[src/hw/rtl/cubic_hermite_table_interpolator_defines.svh]
// Assertion helpers shared by the interpolator RTL.
`ifndef CUBIC_HERMITE_TABLE_INTERPOLATOR_DEFINES_SVH
`define CUBIC_HERMITE_TABLE_INTERPOLATOR_DEFINES_SVH

// Condition that must hold on every clock edge out of reset.
`define CHTI_ASSERT_ALWAYS(label, clk, rst_n, expr) \
    label: assert property (@(posedge clk) disable iff (!rst_n) (expr)) \
        else $error("chti: invariant violated");

// Consequence that must hold in the same cycle as the antecedent.
`define CHTI_ASSERT_IMPL(label, clk, rst_n, ante, cons) \
    label: assert property (@(posedge clk) disable iff (!rst_n) (ante) |-> (cons)) \
        else $error("chti: same-cycle check failed");

// Consequence that must hold in the cycle after the antecedent.
`define CHTI_ASSERT_NEXT(label, clk, rst_n, ante, cons) \
    label: assert property (@(posedge clk) disable iff (!rst_n) (ante) |=> (cons)) \
        else $error("chti: next-cycle check failed");

`endif

[src/hw/rtl/chti_queue.sv]
`timescale 1ns / 1ps
`include "cubic_hermite_table_interpolator_defines.svh"
module chti_queue #(
    parameter int WIDTH = 8,
    parameter int DEPTH = 4
) (
    input  logic             i_clk,
    input  logic             i_rst_n,
    input  logic             i_push,
    input  logic [WIDTH-1:0] i_data,
    output logic             o_full,
    input  logic             i_pop,
    output logic             o_valid,
    output logic [WIDTH-1:0] o_data
);

    localparam int PTR_W = $clog2(DEPTH);
    localparam int CNT_W = $clog2(DEPTH + 1);

    logic [WIDTH-1:0] r_mem [DEPTH];
    logic [PTR_W-1:0] r_wptr, n_wptr;
    logic [PTR_W-1:0] r_rptr, n_rptr;
    logic [CNT_W-1:0] r_count, n_count;
    logic             do_push;

    assign o_full  = (r_count == CNT_W'(DEPTH));
    assign o_valid = (r_count != '0);
    assign o_data  = r_mem[r_rptr];
    assign do_push = i_push && !o_full;

    // Pointer and fill count update
    always_comb begin
        n_wptr  = r_wptr;
        n_rptr  = r_rptr;
        n_count = r_count;
        if (do_push) begin
            n_wptr = (r_wptr == PTR_W'(DEPTH - 1)) ? '0 : r_wptr + PTR_W'(1);
        end
        if (i_pop) begin
            n_rptr = (r_rptr == PTR_W'(DEPTH - 1)) ? '0 : r_rptr + PTR_W'(1);
        end
        if (do_push && !i_pop) begin
            n_count = r_count + CNT_W'(1);
        end else if (!do_push && i_pop) begin
            n_count = r_count - CNT_W'(1);
        end
    end

    always_ff @(posedge i_clk) begin
        if (!i_rst_n) begin
            r_wptr  <= '0;
            r_rptr  <= '0;
            r_count <= '0;
        end else begin
            r_wptr  <= n_wptr;
            r_rptr  <= n_rptr;
            r_count <= n_count;
        end
    end

    // Entry storage
    always_ff @(posedge i_clk) begin
        if (do_push) begin
            r_mem[r_wptr] <= i_data;
        end
    end

    `CHTI_ASSERT_ALWAYS(a_count_bound, i_clk, i_rst_n, r_count <= CNT_W'(DEPTH))
    `CHTI_ASSERT_IMPL(a_pop_nonempty, i_clk, i_rst_n, i_pop, r_count != '0)

endmodule

[config.mk]
export PLATFORM = sky130hd
export DESIGN_NAME = chti_queue
export DESIGN_NICKNAME = d
export VERILOG_FILES = /design/src/hw/rtl/chti_queue.sv
export VERILOG_INCLUDE_DIRS = /design/src /design/src/hw/rtl
export SDC_FILE = /design/constraint.sdc
export NUM_CORES = 1
export LEC_CHECK = 0
export BUFFER_PORTS_ARGS = -buffer_cell sky130_fd_sc_hd__buf_2
export CORE_MARGIN = 10
export CORE_UTILIZATION = 49
export CTS_BUF_LIST = sky130_fd_sc_hd__clkbuf_8
export DETAILED_ROUTE_END_ITERATION = 8
export GPL_ROUTABILITY_DRIVEN = 0
export PLACE_DENSITY = 0.72
export SLEW_MARGIN = 20
export SYNTH_ARGS = -nofsm -noshare
export SYNTH_HDL_FRONTEND = slang
export SYNTH_SLANG_ARGS = --single-unit
[constraint.sdc]
create_clock -name i_clk -period 2.1 [get_ports i_clk]
set_input_delay 0.42 -clock i_clk [delete_from_list [all_inputs] [get_ports i_clk]]
set_output_delay 0.42 -clock i_clk [all_outputs]
set_load 0.02 [all_outputs]
* After elaboration in Yosys (flattened, before gate mapping) *
Memories as Yosys holds them, arrays and structs flattened. A register that Yosys moved wholly into a read port is not among the register bits.
Index checks and enable logic that the tools add are counted.

word-level totals
  flip-flop bits (word level) = 7
  RAM bits = 32
  input port bits = 12
  output and inout bits = 10
  memories = 1

memories
  memory  depth  bits a word  read ports  clocked after Yosys merged registers in  wr ports  line              source
  r_mem   4      8            1           1                                        1         chti_queue.sv:20  logic [WIDTH-1:0] r_mem [DEPTH];

operators by class
  add/sub/neg operators = 4
  eq/ne operators = 3
  mux-type cells = 8
  reduce and logical (&&, ||, !) cells = 8

operator list
  operator               count
  $mux W2                4
  $mux W3                2
  $add A2 B1 Y2 const B  2
  $eq A2 B2 Y1 const B   2
  $add A3 B1 Y3 const B  1
  $eq A3 B3 Y1 const B   1
  $logic_and A1 B1 Y1    3
  $logic_not A1 Y1       3
  $reduce_bool A3 Y1     1
  $sub A3 B1 Y3 const B  1
  $mux W1                2
  $reduce_bool A2 Y1     1

* Depth between registers and ports, before layout *
  word-level depth = 7
  gate-level depth with buffers = 9
  mapped depth without buffers = 8

* Worst setup path after synthesis *
No wires, ideal clock.

  path type = reg2reg
  start point = register r_count[0]
  end point = register r_count[2]
  library setup time = 70 ps
  arrival time = 1915 ps
  data required time = 2030 ps
  slack = 115 ps
  cell stages (with the launch flop) = 10
  path buffers = 1
  cell sequence = dfxtp_1 > nor3b_4 > nor2b_2 > buf_6 > ha_1 > inv_1 > fa_1 > xor2_1 > or3_1 > a21boi_1

on the way
  cells in the longest elaborated chain, start to end = 6

ends and longest elaborated chain
  element                              line              source
  from (decl)                          chti_queue.sv:23  logic [CNT_W-1:0] r_count, n_count;
  from (signal assigned)               chti_queue.sv:57  r_count <= n_count;
  $eq A3 B3 Y1 *                       chti_queue.sv:26  assign o_full = (r_count == CNT_W'(DEPTH));
  net o_full                           chti_queue.sv:11  output logic o_full,
  $logic_not A1 Y1 *                   chti_queue.sv:29  assign do_push = i_push && !o_full;
  $logic_and A1 B1 Y1 *                chti_queue.sv:29
  net do_push                          chti_queue.sv:24  logic do_push;
  $logic_not A1 Y1                     chti_queue.sv:44  end else if (!do_push && i_pop) begin
  $logic_and A1 B1 Y1                  chti_queue.sv:44
  $reduce_bool A2 Y1 (no source line)  -

Mark *: on every way through the listed nets, which the timed path passes. The rest lies on a longest branch. The select of a mux whose other input is x is not followed.
A chain may end at the register's enable or synchronous reset.

* Worst setup path after layout *
  start point = register r_count[1]
  end point = register r_count[2]

on the way
  cells in the longest elaborated chain, start to end = 6

ends and longest elaborated chain
  element
  branches (longest 6 deep; another with $sub A3 B1 Y3)

Parallel ways; which one is timed is not known. The select of a mux whose other input is x is not followed.

==> flow_summary.toml <==
[critical_path]
critPathSlowestCell = "dfxtp_1"
crit_path_start_kind = "flop"
worstPathCellList = "nor3b_4 -> nor2b_2 -> ha_1 -> inv_1 -> fa_1 -> xor2_1 -> or3_1 -> a21boi_1"
worst_path_dominant_cell_family = "adder cells"
crit_path_end_kind = "flop"
r2r_slack_ns = 0.15
crit_arrival_ns = 2.17
worstSetupPathType = "flop to flop"
path_max_fanout = 4
cp_num_buf_inv = 1
critical-path-max-stage-delay_ns = 0.45
worst-endpoint-required_ns = 2.32

[timing]
report.final.slew_viol_count = 0
worst_pin_slew_ns = 0.3788
period_share_pct = 92.66
period_minus_slack_ns = 1.946
fmax_mhz = 513.9
fin_skew_ns = 0.004271
postLayoutSetupSlackWorst_ns = 0.1542
rsz0062_at_grt = "false"
final_hold_viol_count = 0
tns_ns = 0
setup_viol = 0
relSlewSlack_pct = 74.71

[final_layout]
layout_commonest_cell = "edfxtp_1"
final_cell_mix = "edfxtp_1, buf_2, mux4_2, dfxtp_1, clkbuf_8"
drive_above_1_share_pct = 39.83
diodes = 0
area_growth_pct = 15.00
fin_nets = 136

[clocking]
root_buffer = "clkbuf_8"
cts_resized = 0
cts_tree = "yes"
worstSkewPairLatency_ns = 0.29
cts_buffer_depth = 2
clk_pin_slew_worst_paths_ns = 0.07
postCtsSetupBuffers = 0
clkSinkCount = 41
cts_made_buffers = 5
hold_buffers = 0
cts-htree-levels = 2

[floorplan]
die_w_um = 78.21
die_area_sq_um = 6117
pin_count = 22
initial_core_util_pct = 50.15
die_h_um = 78.21
num_rows = 21
core_sq_um = 3311

[grt]
grt_antenna_before_repair = 0
grt_start_max_net_pins = 13
grt_overflow = 0
grt_usage_pct = 9.169
grt_pass1_wl_um = 4250
grt_pass1_vias = 900

[synth]
seq_area_frac_synth_pct = 68.73
synth_cell_type_count = 25
syn_inst = 91
syn_nets = 110
synth_warnings = 0
syn-mean-instance-area_sq_um = 18.25
syn_area_sq_um = 1660
ys_seq_elements = 41

[drt]
drt_wl_total_um = 2567
ant_nets = 0
route.detailed.drc = 0
dr_total_vias = 792
drt_iter0_drc = 56
first_pass_iters = 4
drt-wirelength-per-cell_um = 15.65
viasPerCell = 4.829

[job]
cap_violations = 0

[placed_design]
dp_hpwl_um = 1904
numPortBuffers = 21
pre_cts_ws_ns = 0.1396

[power]
irDropWorstVdd_mv = 0.5341
p_per_area_nw_per_um2 = 1026
leakagePower_nw = 0.7096

[outcome]
status = "finished clean"

[worst_hold_path]
hp-class = "primary input to flop"
path summary, 6_finish.rpt:
path	startpoint	to	depth (start not counted)
max	r_count[1]	r_count[2]	8
min	i_data[1]	r_mem[1][1]	1
max reg2reg	r_count[1]	r_count[2]	8
min reg2reg	r_count[2]	r_count[2]	2
state kept, by name (all words and copies together), names as in the netlist, named ones only:
signal / cells
r_count: 3
r_rptr: 2
r_mem: 32
r_wptr: 2
worst register-to-register path, stage by stage (launching register included):
cell	delay, ns
dfxtp_1	0.45
nor3b_4	0.08
nor2b_2	0.13
ha_1	0.18
inv_1	0.06
fa_1	0.37
xor2_1	0.18
or3_1	0.30
a21boi_1	0.14
cells in the mapped netlist, drive strengths merged:
master	instances	area, sq um
o21a	1	7.510
xor2	1	8.760
fa	1	20.02
mux2i	4	40.04
inv	4	15.01
ha	6	75.07
clkbuf	2	8.750
or3	2	13.77
nand2	4	15.01
mux4	8	180.2
edfxtp	32	960.9
nor3	1	5.000
buf	2	22.52
nor2b	4	27.53
dfxtp	9	180.2
nor2	1	3.750
nor3b	1	18.77
xnor2	1	8.760
a21boi	1	7.510
o21ai	1	5.000
and2	5	36.29
layout make-up:
cell class | instances | area, sq um
repair buffers | 23 | 120.1
well taps | 46 | 57.56
clock buffers | 7 | 96.34
multi-input cells | 42 | 473.0
flip-flops and latches | 41 | 1142
inverters | 4 | 15.01
fillers | 274 | 1401
clock inverters | 1 | 5.005
where the power goes:
part | leakage (nW) | switching (W) | total [W] | internal, W
Clock | 0.0542 | 0.000246 | 0.000543 | 0.000297
Sequential | 0.368 | 0.0000576 | 0.00103 | 0.000975
Combinational | 0.287 | 0.000208 | 0.000384 | 0.000176
Total | 0.710 | 0.000512 | 0.00196 | 0.00145
cells by family (layout without fill, tap and decap cells):
family	after synthesis	count (layout)	share of synthesized area, %
flops	41	41	68.73
mux	12	12	13.26
buf+inv	8	35	2.787
fa+ha+maj	7	7	5.727
simple gates	18	18	7.235
compound gates	3	3	1.206
xor+xnor	2	2	1.055
per-layer routing:
metal | GRT usage [%] | share of wire (%) | up-vias
met5 | 0 | 0 | -
met2 | 15.05 | 48 | 19
met3 | 4.784 | 6.2 | 5
met1 | 9.530 | 44 | 382
li1 | - | - | 386
met4 | 4.301 | 1.6 | 0
stage by stage:
step	hold slack, ns	instances	area [sq um]	power, W	util, %
after CTS	0.3378	164	1908	0.001983	57.63
after global placement	0.4795	156	1807	0.001417	54.57
after floorplan	0.4650	91	1660	0.001325	-
after detailed placement	0.5101	156	1807	0.001441	54.57
final	0.3496	164	1909	0.001959	57.67
after global routing	0.3330	164	1909	0.002068	57.67
Note: power is estimated with default switching activity, not from simulation.
